`src/rtl/core/cdcc_pkg.sv`:
```
// Package for the calendar day count converter: item types, sequencer
// states, calendar constants and month tables. No dependencies.
`default_nettype none

package cdcc_pkg;

    localparam int unsigned YEAR_W  = 12;
    localparam int unsigned MONTH_W = 4;
    localparam int unsigned DAY_W   = 5;
    localparam int unsigned COUNT_W = 16;
    localparam int unsigned WDAY_W  = 3;
    localparam int unsigned STAT_W  = 2;
    localparam int unsigned YOFF_W  = 7;   // year offset from the epoch year, 0..119
    localparam int unsigned CUM_W   = 9;   // cumulative days within a year, 0..366

    localparam logic [YEAR_W-1:0]  FIRST_YEAR = 12'd1980;
    localparam logic [YEAR_W-1:0]  LAST_YEAR  = 12'd2099;
    localparam logic [YOFF_W-1:0]  YEAR_SPAN  = 7'd119;
    localparam logic [COUNT_W-1:0] MAX_COUNT  = 16'd43830;
    localparam logic [CUM_W-1:0]   YEAR_DAYS  = 9'd365;
    localparam logic [CUM_W-1:0]   LEAP_DAYS  = 9'd366;
    localparam logic [1:0]         LEAP_MASK  = 2'h3;
    localparam logic [WDAY_W-1:0]  WEEK_DAYS  = 3'd7;
    // Weekday of the day before the epoch (epoch itself is a Tuesday).
    localparam logic [WDAY_W-1:0]  WDAY_BASE  = 3'd1;

    typedef enum logic [0:0] {
        OP_DATE_TO_COUNT = 1'b0,
        OP_COUNT_TO_DATE = 1'b1
    } cdcc_op_t;

    typedef enum logic [STAT_W-1:0] {
        ST_OK        = 2'd0,
        ST_BAD_DATE  = 2'd1,
        ST_BAD_COUNT = 2'd2
    } cdcc_status_t;

    typedef enum logic [3:0] {
        S_IDLE,
        S_CHECK,
        S_YEAR,
        S_MONTH,
        S_DAY,
        S_WDAY,
        S_MOD,
        S_SUM_MONTH,
        S_SUM_DAY
    } cdcc_state_t;

    typedef struct packed {
        logic [0:0]         operation;
        logic [YEAR_W-1:0]  year_in;
        logic [MONTH_W-1:0] month_in;
        logic [DAY_W-1:0]   day_in;
        logic [COUNT_W-1:0] count_in;
    } cdcc_req_t;

    typedef struct packed {
        logic [COUNT_W-1:0] count_out;
        logic [YEAR_W-1:0]  year_out;
        logic [MONTH_W-1:0] month_out;
        logic [DAY_W-1:0]   day_out;
        logic [WDAY_W-1:0]  weekday;
        logic [STAT_W-1:0]  status;
    } cdcc_res_t;

    // Days before the first of month idx+1 (idx 0..12).
    function automatic logic [CUM_W-1:0] cum_days(input logic leap,
                                                  input logic [MONTH_W-1:0] idx);
        logic [CUM_W-1:0] d;
        begin
            case (idx)
                4'd0:    d = 9'd0;
                4'd1:    d = 9'd31;
                4'd2:    d = 9'd59;
                4'd3:    d = 9'd90;
                4'd4:    d = 9'd120;
                4'd5:    d = 9'd151;
                4'd6:    d = 9'd181;
                4'd7:    d = 9'd212;
                4'd8:    d = 9'd243;
                4'd9:    d = 9'd273;
                4'd10:   d = 9'd304;
                4'd11:   d = 9'd334;
                4'd12:   d = 9'd365;
                default: d = 9'd0;
            endcase
            if (leap && idx >= 4'd2 && idx <= 4'd12)
                d = d + 9'd1;
            return d;
        end
    endfunction

    function automatic logic [DAY_W-1:0] month_len(input logic leap,
                                                   input logic [MONTH_W-1:0] m);
        logic [DAY_W-1:0] d;
        begin
            case (m)
                4'd1, 4'd3, 4'd5, 4'd7, 4'd8, 4'd10, 4'd12: d = 5'd31;
                4'd4, 4'd6, 4'd9, 4'd11:                    d = 5'd30;
                4'd2:    d = leap ? 5'd29 : 5'd28;
                default: d = 5'd0;
            endcase
            return d;
        end
    endfunction

    // Month length mod 7, used to advance the weekday across a month.
    function automatic logic [1:0] month_len_mod7(input logic leap,
                                                  input logic [MONTH_W-1:0] m);
        logic [1:0] r;
        begin
            case (m)
                4'd1, 4'd3, 4'd5, 4'd7, 4'd8, 4'd10, 4'd12: r = 2'd3;
                4'd4, 4'd6, 4'd9, 4'd11:                    r = 2'd2;
                4'd2:    r = leap ? 2'd1 : 2'd0;
                default: r = 2'd0;
            endcase
            return r;
        end
    endfunction

    function automatic logic [WDAY_W-1:0] wday_add(input logic [WDAY_W-1:0] wd,
                                                   input logic [1:0] inc);
        logic [WDAY_W:0] s;
        begin
            s = {1'b0, wd} + {2'b00, inc};
            if (s >= {1'b0, WEEK_DAYS})
                s = s - {1'b0, WEEK_DAYS};
            return s[WDAY_W-1:0];
        end
    endfunction

endpackage

`default_nettype wire

```
`src/rtl/core/calendar_day_count_converter_unit.sv`:
```
// Calendar date <-> day count converter, top level.
// Depends on cdcc_pkg (types, states, calendar tables).
`default_nettype none

// Usage
//   A request item is taken at a rising edge with start high and busy low.
//   The request carries the operation and both operand sets; only the set
//   that the operation names is looked at.
//     operation 0: year/month/day -> day count (1 = 1980-01-01)
//     operation 1: day count -> year/month/day/weekday
//   The result item sits on 'result' for exactly one cycle with done high.
//   The receiver cannot stall; nothing is held back for it.
// Sequencing
//   One shared 17-bit add/subtract unit does the day-count arithmetic under
//   a small sequencer, one step per cycle. Operation 0 checks the date,
//   adds one year length per step up to the requested year, then adds the
//   days before the month and the day. Operation 1 checks the count, walks
//   years and months, forms the day, then reduces day plus weekday mod 7.
//   Out-of-range requests finish straight from the check step.
//   busy is high from the cycle after acceptance until done; a new item
//   may be started in the cycle where done is high.
// Reset
//   rst_n clears the sequencer to idle and drops done; no clearing pass.

module calendar_day_count_converter_unit (
    input  wire logic               clk,
    input  wire logic               rst_n,
    input  wire logic               start,
    input  wire cdcc_pkg::cdcc_req_t request,
    output logic                    busy,
    output logic                    done,
    output cdcc_pkg::cdcc_res_t     result
);
    import cdcc_pkg::*;

    cdcc_state_t state_reg, state_next;
    cdcc_req_t   req_reg, req_next;
    cdcc_res_t   res_reg, res_next;
    logic        done_reg, done_next;

    logic [COUNT_W-1:0] acc_reg, acc_next;     // running count / remainder
    logic [YOFF_W-1:0]  yoff_reg, yoff_next;   // years walked so far
    logic [YOFF_W-1:0]  target_reg, target_next;
    logic [MONTH_W-1:0] mon_reg, mon_next;
    logic [DAY_W-1:0]   day_reg, day_next;
    logic [WDAY_W-1:0]  wd_reg, wd_next;

    // shared arithmetic unit
    logic [COUNT_W-1:0] alu_a, alu_b;
    logic               alu_sub;
    logic [COUNT_W:0]   alu_y;
    logic               alu_borrow, alu_zero;

    logic               leap;
    logic [COUNT_W-1:0] year_len;
    logic               date_ok;
    logic [YEAR_W-1:0]  year_off_full;

    assign alu_y      = alu_sub ? ({1'b0, alu_a} - {1'b0, alu_b})
                                : ({1'b0, alu_a} + {1'b0, alu_b});
    assign alu_borrow = alu_sub & alu_y[COUNT_W];
    assign alu_zero   = (alu_y[COUNT_W-1:0] == '0);

    // 1980 is a multiple of 4, so the offset's low bits give leap years
    assign leap     = ((yoff_reg[1:0] & LEAP_MASK) == 2'b00);
    assign year_len = {{(COUNT_W-CUM_W){1'b0}}, (leap ? LEAP_DAYS : YEAR_DAYS)};

    assign year_off_full = req_reg.year_in - FIRST_YEAR;

    always_comb
    begin
        date_ok = (req_reg.year_in >= FIRST_YEAR) && (req_reg.year_in <= LAST_YEAR)
               && (req_reg.month_in >= 4'd1) && (req_reg.month_in <= 4'd12)
               && (req_reg.day_in != '0)
               && (req_reg.day_in <= month_len((req_reg.year_in[1:0] & LEAP_MASK) == 2'b00,
                                               req_reg.month_in));
    end

    always_ff @(posedge clk or negedge rst_n)
    begin
        if (!rst_n)
        begin
            state_reg <= S_IDLE;
            done_reg  <= 1'b0;
        end
        else
        begin
            state_reg <= state_next;
            done_reg  <= done_next;
        end
    end

    always_ff @(posedge clk)
    begin
        req_reg    <= req_next;
        res_reg    <= res_next;
        acc_reg    <= acc_next;
        yoff_reg   <= yoff_next;
        target_reg <= target_next;
        mon_reg    <= mon_next;
        day_reg    <= day_next;
        wd_reg     <= wd_next;
    end

    always_comb
    begin
        state_next  = state_reg;
        req_next    = req_reg;
        res_next    = res_reg;
        done_next   = 1'b0;
        acc_next    = acc_reg;
        yoff_next   = yoff_reg;
        target_next = target_reg;
        mon_next    = mon_reg;
        day_next    = day_reg;
        wd_next     = wd_reg;
        alu_a       = acc_reg;
        alu_b       = '0;
        alu_sub     = 1'b0;

        case (state_reg)
            S_IDLE:
            begin
                if (start)
                begin
                    req_next   = request;
                    state_next = S_CHECK;
                end
            end

            S_CHECK:
            begin
                yoff_next   = '0;
                mon_next    = 4'd1;
                wd_next     = WDAY_BASE;
                target_next = year_off_full[YOFF_W-1:0];
                res_next    = '0;
                if (req_reg.operation == OP_DATE_TO_COUNT)
                begin
                    acc_next = '0;
                    if (!date_ok)
                    begin
                        res_next.status = ST_BAD_DATE;
                        done_next       = 1'b1;
                        state_next      = S_IDLE;
                    end
                    else if (year_off_full[YOFF_W-1:0] == '0)
                        state_next = S_SUM_MONTH;
                    else
                        state_next = S_YEAR;
                end
                else
                begin
                    acc_next = req_reg.count_in;
                    if (req_reg.count_in == '0 || req_reg.count_in > MAX_COUNT)
                    begin
                        res_next.status = ST_BAD_COUNT;
                        done_next       = 1'b1;
                        state_next      = S_IDLE;
                    end
                    else
                        state_next = S_YEAR;
                end
            end

            S_YEAR:
            begin
                alu_b = year_len;
                if (req_reg.operation == OP_DATE_TO_COUNT)
                begin
                    acc_next  = alu_y[COUNT_W-1:0];
                    yoff_next = yoff_reg + 7'd1;
                    if (yoff_reg + 7'd1 == target_reg)
                        state_next = S_SUM_MONTH;
                end
                else
                begin
                    alu_sub = 1'b1;
                    if (!alu_borrow && !alu_zero && yoff_reg != YEAR_SPAN)
                    begin
                        acc_next  = alu_y[COUNT_W-1:0];
                        yoff_next = yoff_reg + 7'd1;
                        wd_next   = wday_add(wd_reg, leap ? 2'd2 : 2'd1);
                    end
                    else
                        state_next = S_MONTH;
                end
            end

            S_MONTH:
            begin
                alu_sub = 1'b1;
                alu_b   = {{(COUNT_W-CUM_W){1'b0}}, cum_days(leap, mon_reg)};
                if (alu_borrow || alu_zero || mon_reg == 4'd12)
                    state_next = S_DAY;
                else
                begin
                    mon_next = mon_reg + 4'd1;
                    wd_next  = wday_add(wd_reg, month_len_mod7(leap, mon_reg));
                end
            end

            S_DAY:
            begin
                alu_sub    = 1'b1;
                alu_b      = {{(COUNT_W-CUM_W){1'b0}}, cum_days(leap, mon_reg - 4'd1)};
                day_next   = alu_y[DAY_W-1:0];
                state_next = S_WDAY;
            end

            S_WDAY:
            begin
                alu_a      = {{(COUNT_W-DAY_W){1'b0}}, day_reg};
                alu_b      = {{(COUNT_W-WDAY_W){1'b0}}, wd_reg};
                acc_next   = alu_y[COUNT_W-1:0];
                state_next = S_MOD;
            end

            S_MOD:
            begin
                alu_sub = 1'b1;
                alu_b   = {{(COUNT_W-WDAY_W){1'b0}}, WEEK_DAYS};
                if (!alu_borrow)
                    acc_next = alu_y[COUNT_W-1:0];
                else
                begin
                    res_next           = '0;
                    res_next.year_out  = FIRST_YEAR + {{(YEAR_W-YOFF_W){1'b0}}, yoff_reg};
                    res_next.month_out = mon_reg;
                    res_next.day_out   = day_reg;
                    res_next.weekday   = acc_reg[WDAY_W-1:0];
                    res_next.status    = ST_OK;
                    done_next          = 1'b1;
                    state_next         = S_IDLE;
                end
            end

            S_SUM_MONTH:
            begin
                alu_b = {{(COUNT_W-CUM_W){1'b0}}, cum_days(leap, req_reg.month_in - 4'd1)};
                acc_next   = alu_y[COUNT_W-1:0];
                state_next = S_SUM_DAY;
            end

            S_SUM_DAY:
            begin
                alu_b              = {{(COUNT_W-DAY_W){1'b0}}, req_reg.day_in};
                res_next           = '0;
                res_next.count_out = alu_y[COUNT_W-1:0];
                res_next.status    = ST_OK;
                done_next          = 1'b1;
                state_next         = S_IDLE;
            end

            default:
            begin
                state_next = S_IDLE;
            end
        endcase
    end

    assign busy   = (state_reg != S_IDLE);
    assign done   = done_reg;
    assign result = res_reg;

    // done only appears once the sequencer is back at idle
    a_done_idle: assert property (@(posedge clk) disable iff (!rst_n)
        done |-> !busy)
        else $error("done raised while busy");

    // an accepted item always moves the sequencer out of idle
    a_start_busy: assert property (@(posedge clk) disable iff (!rst_n)
        (start && !busy) |=> busy)
        else $error("accepted item did not start the sequencer");

    // month walk never runs past December
    a_month_bound: assert property (@(posedge clk) disable iff (!rst_n)
        (state_reg == S_MONTH) |-> (mon_reg >= 4'd1 && mon_reg <= 4'd12))
        else $error("month walk out of range");

    // year walk never runs past the last supported year
    a_year_bound: assert property (@(posedge clk) disable iff (!rst_n)
        (state_reg == S_YEAR) |-> (yoff_reg <= YEAR_SPAN))
        else $error("year walk out of range");

    // a good date result carries a real weekday and month or a nonzero count
    a_ok_result: assert property (@(posedge clk) disable iff (!rst_n)
        (done && result.status == ST_OK) |->
            ((result.weekday != WEEK_DAYS && result.month_out >= 4'd1
              && result.month_out <= 4'd12) || result.count_out != '0))
        else $error("ok result with empty fields");

endmodule

`default_nettype wire
```
`config.mk`:
```
export PLATFORM = sky130hd
export DESIGN_NAME = calendar_day_count_converter_unit
export DESIGN_NICKNAME = d
export VERILOG_FILES = /design/src/rtl/core/cdcc_pkg.sv /design/src/rtl/core/calendar_day_count_converter_unit.sv
export SDC_FILE = /design/constraint.sdc
export NUM_CORES = 1
export LEC_CHECK = 0
export BUFFER_PORTS_ARGS = -buffer_cell sky130_fd_sc_hd__buf_2
export CORE_MARGIN = 1
export CORE_UTILIZATION = 30
export CTS_CLUSTER_DIAMETER = 200
export DETAILED_ROUTE_END_ITERATION = 10
export PLACE_DENSITY = 0.5
export SYNTH_ARGS = -nofsm -noshare
export SYNTH_HDL_FRONTEND = slang
export SYNTH_SLANG_ARGS = --single-unit
```
`constraint.sdc`:
```
create_clock -name clk -period 12.7 [get_ports clk]
set_clock_uncertainty 0.15 [all_clocks]
set_input_delay 1.27 -clock clk [delete_from_list [all_inputs] [get_ports clk]]
set_output_delay 1.27 -clock clk [all_outputs]
set_load 0.01 [all_outputs]
```
==> impl_metrics.ini, run 1 <==
[placement]
hpwl_mm = 20.76
gp_congestion = 0.8798
portBuffers = 84

[clocking]
clock_latency_ns = 0.44
hold_buffers = 0
root_buffer = clkbuf_16
cts_tree = done
cts_buffer_depth = 2
cts_sinks = 136
clk_pin_slew_ns = 0.07
post_cts_buffers = 0
htree_num_levels = 4
ctsResizeCount = 0
cts_made_buffers = 17

[grt]
grt_pass1_vias = 7756
grtUsageTotal = 0.1741
grt_pass1_wl_mm = 43.84
grt_max_degree = 43
grt.overflow.total = 0
antenna_found_initial = 0

[synth]
synth_xor_area_frac = 0.04796
seq_area_frac_synth = 0.4191
syn_nets = 1093
muxShareOfSynthArea = 0.02233
synth.top_cell.area_share = 0.3868
ys_ff_latch = 136
synth_edf_count = 122
synth_compound_area_frac = 0.1883
synth_top_family_by_area = simple AND/OR/NAND/NOR gates
synth_warnings = 0
synthTopCellsByArea = edfxtp_1 39%, ha_1 8.1%, nor2_1 3.9%
synthAdderAreaFrac = 0.08693
syn_avg_cell_area_sq_um = 9.585
synth.distinct_cells = 85
synth_top_area_cell = edfxtp_1
synth_cells = 988
synth_ff_type = edfxtp_1
syn_area_sq_um = 9470
async_reset_ff_frac = 0.03676
synthSimpleGateAreaFrac = 0.1973

[setup_path]
cp_slowest_cell = or4b_1
slowest_delay_ns = 0.81
start_kind = flip-flop
crit_top_cell = ha_1
cp_max_fo = 12
criticalPathCategory = reg -> reg
r2r_slack_ns = 3.79
crit_arrival_ns = 9.13
worstPathRequired_ns = 12.91
endpoint_kind = flip-flop

[die]
die_h_microns = 179.7
rows = 64
core_area_sq_um = 30830
die_w_microns = 179.7
start_util = 0.3072
io_pins = 85
die_area_sq_um = 32280

[drt]
routed.top_layer = met4
final_antenna_net_count = 0
met3_length_mm = 1.527
drt_iter0_drc = 621
vias = 7998
wl_mm = 27.78
first_pass_iters = 10
route.detailed.drc = 7
met2WireLength_mm = 12.49
route.layer.met1.wl_mm = 13.14
via_per_inst = 5.467
wl_per_cell_microns = 18.99

[timing]
hold_violations = 0
tns_ns = 0
fin_crit_ns = 8.914
timing.fmax_mhz = 112.2
setup-violations-final = 0
rsz0062_at_grt = no
tightest_slew_ns = 1.129
max_slew_margin = 0.2394
post-route-period-util = 0.7019
timing.final.max_slew_violations = 0

[final_layout]
n_antenna_cell = 0
largest_register_ffs = 42
area_delta_synth_final_pct = 14.61
nNetsFinal = 1159
nFillCells = 3079
layout-drive-gt1-share = 0.1584

[status]
run_status = finished with violations
violations = design-rule violations

[run]
max_cap_viol_count = 0

[worst_hold_path]
hold_path_class = reg -> reg
==> final timing paths <==
path,depth (start not counted),endpoint,startpoint
worst max-delay path,30,flip-flop,req_reg[21]
worst min-delay path,0,target_reg[0],req_reg[25]
worst max register to register,30,flip-flop,req_reg[21]
worst min register to register,0,target_reg[0],req_reg[25]
max in group asynchronous,1,state_reg[0],rst_n
min in group asynchronous,1,state_reg[3],rst_n
==> final cells by class <==
class | instances | area (sq um) | area share
clock buffer | 18 | 439.2 | 0.04046
clock inverter | 14 | 127.6 | 0.01176
inverter | 45 | 168.9 | 0.01556
multi-input combinational | 762 | 5174 | 0.4767
sequential | 136 | 3969 | 0.3656
tap | 396 | 495.5 | 0.04565
timing repair buffer | 92 | 480.5 | 0.04426
==> synth_stat cells, drive strengths merged (11+ instances only) <==
| cell | count |
|---|---|
| o22ai | 12 |
| nor2b | 27 |
| a31oi | 16 |
| nand2 | 68 |
| edfxtp | 122 |
| nand2b | 13 |
| nor3 | 20 |
| o31ai | 11 |
| nor2 | 98 |
| xnor2 | 21 |
| nor4 | 13 |
| clkbuf | 36 |
| a21oi | 45 |
| xor2 | 30 |
| ha | 61 |
| nand3 | 43 |
| and3 | 24 |
| o21a | 13 |
| o211ai | 17 |
| inv | 45 |
| nand4 | 13 |
| o21ai | 63 |
| mux2i | 11 |
==> metal layers <==
metal,up-vias,global-route usage
li1,3852,-
met1,3859,0.2383
met2,251,0.2714
met3,36,0.03221
met4,0,0.06862
met5,-,0
==> stage by stage <==
| step | worst slack (ns) | hold WS (ns) | util | cell area (sq um) | instances |
|---|---|---|---|---|---|
| after floorplan | 3.311 | 0.2772 | - | 9470 | 988 |
| after global placement | 3.869 | 0.2849 | 0.3335 | 10280 | 1431 |
| after detailed placement | 3.952 | 0.2897 | 0.3335 | 10280 | 1431 |
| after CTS | 3.888 | 0.3150 | 0.3519 | 10850 | 1463 |
| after global routing | 3.065 | 0.3337 | 0.3521 | 10850 | 1463 |
| final | 3.786 | 0.3123 | 0.3521 | 10850 | 1463 |
==> cell usage in the layout, fill, tap and decap left out, types with 12 or more instances in the layout <==
cell type	n
nor2_1	97
nand4_1	13
nand2b_1	13
clkbuf_16	17
nand2_1	66
buf_2	84
inv_1	44
xor2_1	29
o211ai_1	16
edfxtp_1	122
a21oi_1	44
ha_1	61
a31oi_1	15
nor2b_1	27
and3_1	22
xnor2_1	21
nand3_1	42
nor4_1	12
o21ai_0	61
o21a_1	13
o22ai_1	12
nor3_1	19
==> logic make-up after synthesis <==
kind of cell,Yosys count
muxes,20
xor gates and xnor gates,51
and+or+nand+nor,365
DFF,136
adders and majority gates,64
AOI/OAI and AO/OA,262
buffers and inverters,90
==> critical path, delay by kind of cell (launching register included) <==
family                     cells  cell delay, ns
AOI/OAI and AO/OA             12            2.83
and+or+nand+nor                8            2.64
adders and majority gates      6            1.80
DFF                            1            0.57
buffers and inverters          3            0.52
muxes                          1            0.32
Power of run 1 is not shown: default switching activity piles up to over one toggle a cycle in this logic, so the estimate is an artifact.
==> run 2, diff against run 1 <==
- PLACE_DENSITY: 0.5 -> 0.52
- clock period: 12.7 -> 7.2 ns (I/O delays scaled with it)
==> run 2 against run 1 <==
Against the previous run: the flow still finishes with violations (design-rule violations); fmax rose by 31%; flip-flop and latch count unchanged; critical path depth increased by 3; core utilization up 2.8 points; hold slack lost 0.012 ns; global-route usage increased by 0.061 points; final cell count rose by 5.1%; design area rose by 8.0%; non-clock buffer count rose by 75; critical path type unchanged.
==> impl_metrics.ini, run 2 (synthesis results as in run 1) <==
[status]
run_status = finished with violations
violations = design-rule violations

[timing]
setup-violations-final = 0
fin_crit_ns = 6.822
hold_violations = 0
post-route-period-util = 0.9474
tns_ns = 0
timing.fmax_mhz = 146.6
timing.final.max_slew_violations = 0
tightest_slew_ns = 0.9894
max_slew_margin = 0.3388

[clocking]
cts_buffer_depth = 2
clock_latency_ns = 0.44
cts_tree = done
clk_pin_slew_ns = 0.06
cts_made_buffers = 17
root_buffer = clkbuf_16
htree_num_levels = 4
cts_sinks = 136

[setup_path]
slowest_delay_ns = 0.60
reg2regPathDepth = 33
start_kind = flip-flop
critPathLaunch = req_reg[22]
endpoint_kind = flip-flop
criticalPathCategory = reg -> reg
reg2reg_from = req_reg[22]
crit_arrival_ns = 7.02
r2r_slack_ns = 0.38
cp_max_fo = 4
cp_slowest_cell = or4_2
worstPathRequired_ns = 7.40

[drt]
drt_iter0_drc = 738
via_per_inst = 5.348
final_antenna_net_count = 0
first_pass_iters = 9
vias = 8225
met3_length_mm = 1.980
route.layer.met1.wl_mm = 13.70
met2WireLength_mm = 12.34
routed.top_layer = met4
route.detailed.drc = 14
wl_mm = 28.46
wl_per_cell_microns = 18.51

[die]
die_area_sq_um = 32280
die_w_microns = 179.7
rows = 64
io_pins = 85
die_h_microns = 179.7
core_area_sq_um = 30830
start_util = 0.3072

[final_layout]
seqCellArea_sq_um = 3969
final_cell_mix = 122 x edfxtp_1, 97 x nor2_1, 84 x buf_2
final_common_cell = edfxtp_1
n_antenna_cell = 0
fin_area_sq_um = 11720
fin_cells = 1538
nNetsFinal = 1234
fin_util = 0.3802
nFillCells = 3084
area_delta_synth_final_pct = 23.75
multi_input_area_sq_um = 5443
layout-drive-gt1-share = 0.2478
largest_register_ffs = 42

[placement]
portBuffers = 84
hpwl_mm = 21.83
gp_congestion = 0.9375
dp_cells = 1490
post_dp_cell_area_sq_um = 10740

[grt]
grt_pass1_vias = 7706
grt_pass1_wl_mm = 43.79
grtUsageTotal = 0.1747
grt_max_degree = 43
grt.overflow.total = 0
antenna_found_initial = 0

[worst_hold_path]
min_from = req_reg[26]
hold_path_class = reg -> reg

[run]
max_cap_viol_count = 0
[run 2: changes by cell type in the layout (fill, tap and decap cells not counted), sizes merged]
| cell | delta |
|---|---|
| buf | +73 |
| bufinv | +2 |
| clkbuf | -1 |
| clkdlybuf4s15 | +1 |
| clkinv | +3 |
| clkinvlp | +3 |
| dlygate4sd3 | +1 |
| inv | -7 |
[run 2: cell type report]
cell class / instances / share of cell area
Clock buffer: 17 / 0.03630
Clock inverter: 15 / 0.01302
Inverter: 45 / 0.01441
Multi-Input combinational cell: 762 / 0.4644
Sequential cell: 136 / 0.3386
Tap cell: 396 / 0.04228
Timing Repair Buffer: 167 / 0.09096
[run 2: what timing repair did]
item | 4_1_cts | 5_1_grt
pin swaps | 1 | 33
hold endpoints to repair | 5 | 0
hold buffers | 1 | 0
setup endpoints to repair | 3 | 39
gates resized for setup | 2 | 59
buffers inserted | 0 | 14
gates cloned | 0 | 1
[run 2: stage by stage]
step | hold slack, ns | setup WS (ns)
4_1_cts | 0.2843 | 0.03532
3_3_place_gp | 0.2865 | -0.05589
3_5_place_dp | 0.2966 | -0.1032
2_1_floorplan | 0.2744 | 0.05290
5_1_grt | 0.2897 | -0.03434
6_report | 0.3007 | 0.3785
[run 2: how the worst min path moves through the flow]
| stage | slack [ns] | depth (start not counted) | endpoint |
|---|---|---|---|
| 6_report | 0.30 | 0 | target_reg[1] |
| 5_1_grt | 0.29 | 1 | req_reg[32] |
| 4_1_cts | 0.28 | 1 | req_reg[8] |
| 3_5_place_dp | 0.30 | 0 | target_reg[1] |
| 3_3_place_gp | 0.29 | 0 | target_reg[1] |
| 2_1_floorplan | 0.27 | 0 | done |
[run 2: critical path: cells and delay by family (launching register included)]
family | cells | cell delay [ns]
buffers and inverters | 6 | 0.65
AOI/OAI and AO/OA | 10 | 1.80
and+or+nand+nor | 10 | 2.17
adders and majority gates | 6 | 1.40
muxes | 1 | 0.17
DFF | 1 | 0.40
[run 2: layer usage]
layer,vias up,global-route usage
met5,-,0
met4,0,0.05966
met3,22,0.02877
met2,281,0.2603
met1,3903,0.2547
li1,4019,-
Power of run 2 is left out for the same reason.
==> run 3, diff against run 2 <==
- CTS_BUF_LIST: unset -> sky130_fd_sc_hd__clkbuf_2
- GPL_TIMING_DRIVEN: unset -> 0
==> run 3 against run 2 <==
Against the previous run: the flow finishes with violations (design-rule violations, max-capacitance violations); global-route usage is 0.43 points higher; critical path depth is 1 lower; routed wire length is 4.8% higher; worst setup slack worse by 0.28 ns; first-iteration DRC count is 0.68% higher; via count is 5.1% higher; non-clock buffer count is 74 higher.
==> impl_metrics.ini, run 3 (synthesis results as in run 1) <==
[placement]
portBuffers = 84
dp_cells = 1469
gp_congestion = 0.9035
hpwl_mm = 21.49

[setup_path]
timing.rr.end = acc_reg[15]
start_kind = flip-flop
slowest_delay_ns = 0.50
cp_slowest_cell = or4b_4
reg2regPathDepth = 32
endpoint_kind = flip-flop
reg2reg_from = req_reg[21]
r2r_slack_ns = 0.1
cp_max_fo = 8
crit_top_cell = ha_4
worstPathRequired_ns = 7.56
criticalPathCategory = reg -> reg
crit_arrival_ns = 7.46

[grt]
busiest_layer = met2
grt_pass1_wl_mm = 45.12
grt_pass1_vias = 7992
grt_max_degree = 39
grt.overflow.total = 0
grtUsageMet3 = 0.02776
antenna_found_initial = 2
met1_usage = 0.2569
grt_util_met2 = 0.2728
grtUsageTotal = 0.1791

[timing]
hold_violations = 0
post-route-period-util = 0.9863
tightest_slew_ns = 1.469
timing.final.max_slew_violations = 0
tns_ns = 0
max_slew_margin = 0.01189
timing.fmax_mhz = 140.8
fin_crit_ns = 7.101
setup-violations-final = 0
rsz0062_at_grt = yes

[final_layout]
nNetsFinal = 1311
area_delta_synth_final_pct = 30.65
fin_cells = 1616
layout-drive-gt1-share = 0.2748
final_cell_mix = 122 x edfxtp_1, 96 x nor2_1, 88 x buf_2
nFillCells = 3012
largest_register_ffs = 42
final_common_cell = edfxtp_1

[clocking]
clk_pin_slew_ns = 0.20
cts_sinks = 136
cts_made_buffers = 17
cts_tree = done
htree_num_levels = 4
clock_latency_ns = 0.74
cts_buffer_depth = 2
root_buffer = clkbuf_2

[run]
max_cap_viol_count = 1

[worst_hold_path]
hold_path_class = in -> async

[die]
die_w_microns = 179.7
die_area_sq_um = 32280
die_h_microns = 179.7
rows = 64
start_util = 0.3072
io_pins = 85
core_area_sq_um = 30830

[drt]
drt_iter0_drc = 743
vias = 8645
final_antenna_net_count = 0
wl_per_cell_microns = 18.46
via_per_inst = 5.350
route.detailed.drc = 6
first_pass_iters = 8
wl_mm = 29.83

[status]
run_status = finished with violations
violations = design-rule violations, max-capacitance violations
## run 3: cell types whose count changed in the layout (fill, tap and decap cells not counted), sizes merged, moves of 2 or more
| cell | delta |
|---|---|
| buf | +6 |
| o21ai | +3 |
| clkinv | -2 |
| dlygate4sd3 | +38 |
| clkbuf | +32 |
## run 3: cell type report
cell class              count  area, sq um  share of cell area
multi-input cells         765         5776              0.4668
well taps                 396        495.5             0.04004
plain buffers              41        226.5             0.01830
diodes                      1        2.502           0.0002022
clock inverters            14        171.4             0.01385
clock buffers              18        90.09            0.007281
flip-flops and latches    136         3969              0.3208
inverters                  45        195.2             0.01578
repair buffers            200         1448              0.1170
## run 3: worst max-delay path by stage
| stage | start | endpoint | slack [ns] | cells after the start |
|---|---|---|---|---|
| floorplan | req_reg[22] | flip-flop | 0.05 | 33 |
| global placement | req_reg[22] | flip-flop | -2.01 | 32 |
| detailed placement | req_reg[22] | flip-flop | -2.06 | 33 |
| CTS | req_reg[21] | flip-flop | -0.01 | 34 |
| global route | req_reg[21] | flip-flop | -0.17 | 32 |
| finish | req_reg[21] | acc_reg[15] | 0.1 | 32 |
## run 3: stage by stage
stage,instance area (sq um),setup WS (ns),hold slack (ns),utilization
after global placement,10410,-2.014,0.2878,0.3376
after detailed placement,10430,-2.060,0.2970,0.3382
after global routing,12370,-0.1740,0.1304,0.4013
after floorplan,9493,0.05290,0.2744,-
final,12370,0.09892,0.1852,0.4013
after CTS,11650,-0.01454,0.1228,0.3780
## run 3: routing by layer
layer	up-vias	part of all wire
met3	38	0.068
met1	4118	0.46
met2	326	0.44
li1	4163	-
met4	0	0.024
met5	-	0
## run 3: worst max-delay path, delay by kind of cell (launching register included)
family | cells | cell delay, ns
AO/OA/AOI/OAI | 11 | 2.17
adder cells (fa/ha/maj) | 5 | 1.01
multiplexers | 1 | 0.20
buffers and inverters | 7 | 1.01
flip-flops | 1 | 0.46
AND/OR/NAND/NOR | 8 | 1.88
## run 3: timing repair
item                       CTS  global route
gates resized for setup     79            77
setup buffers               33            41
setup endpoints to repair   85            80
pin swaps                   26            40
cloned                       1             4
hold endpoints to repair    43             0
hold buffers                39             0
Power of run 3 is left out for the same reason.
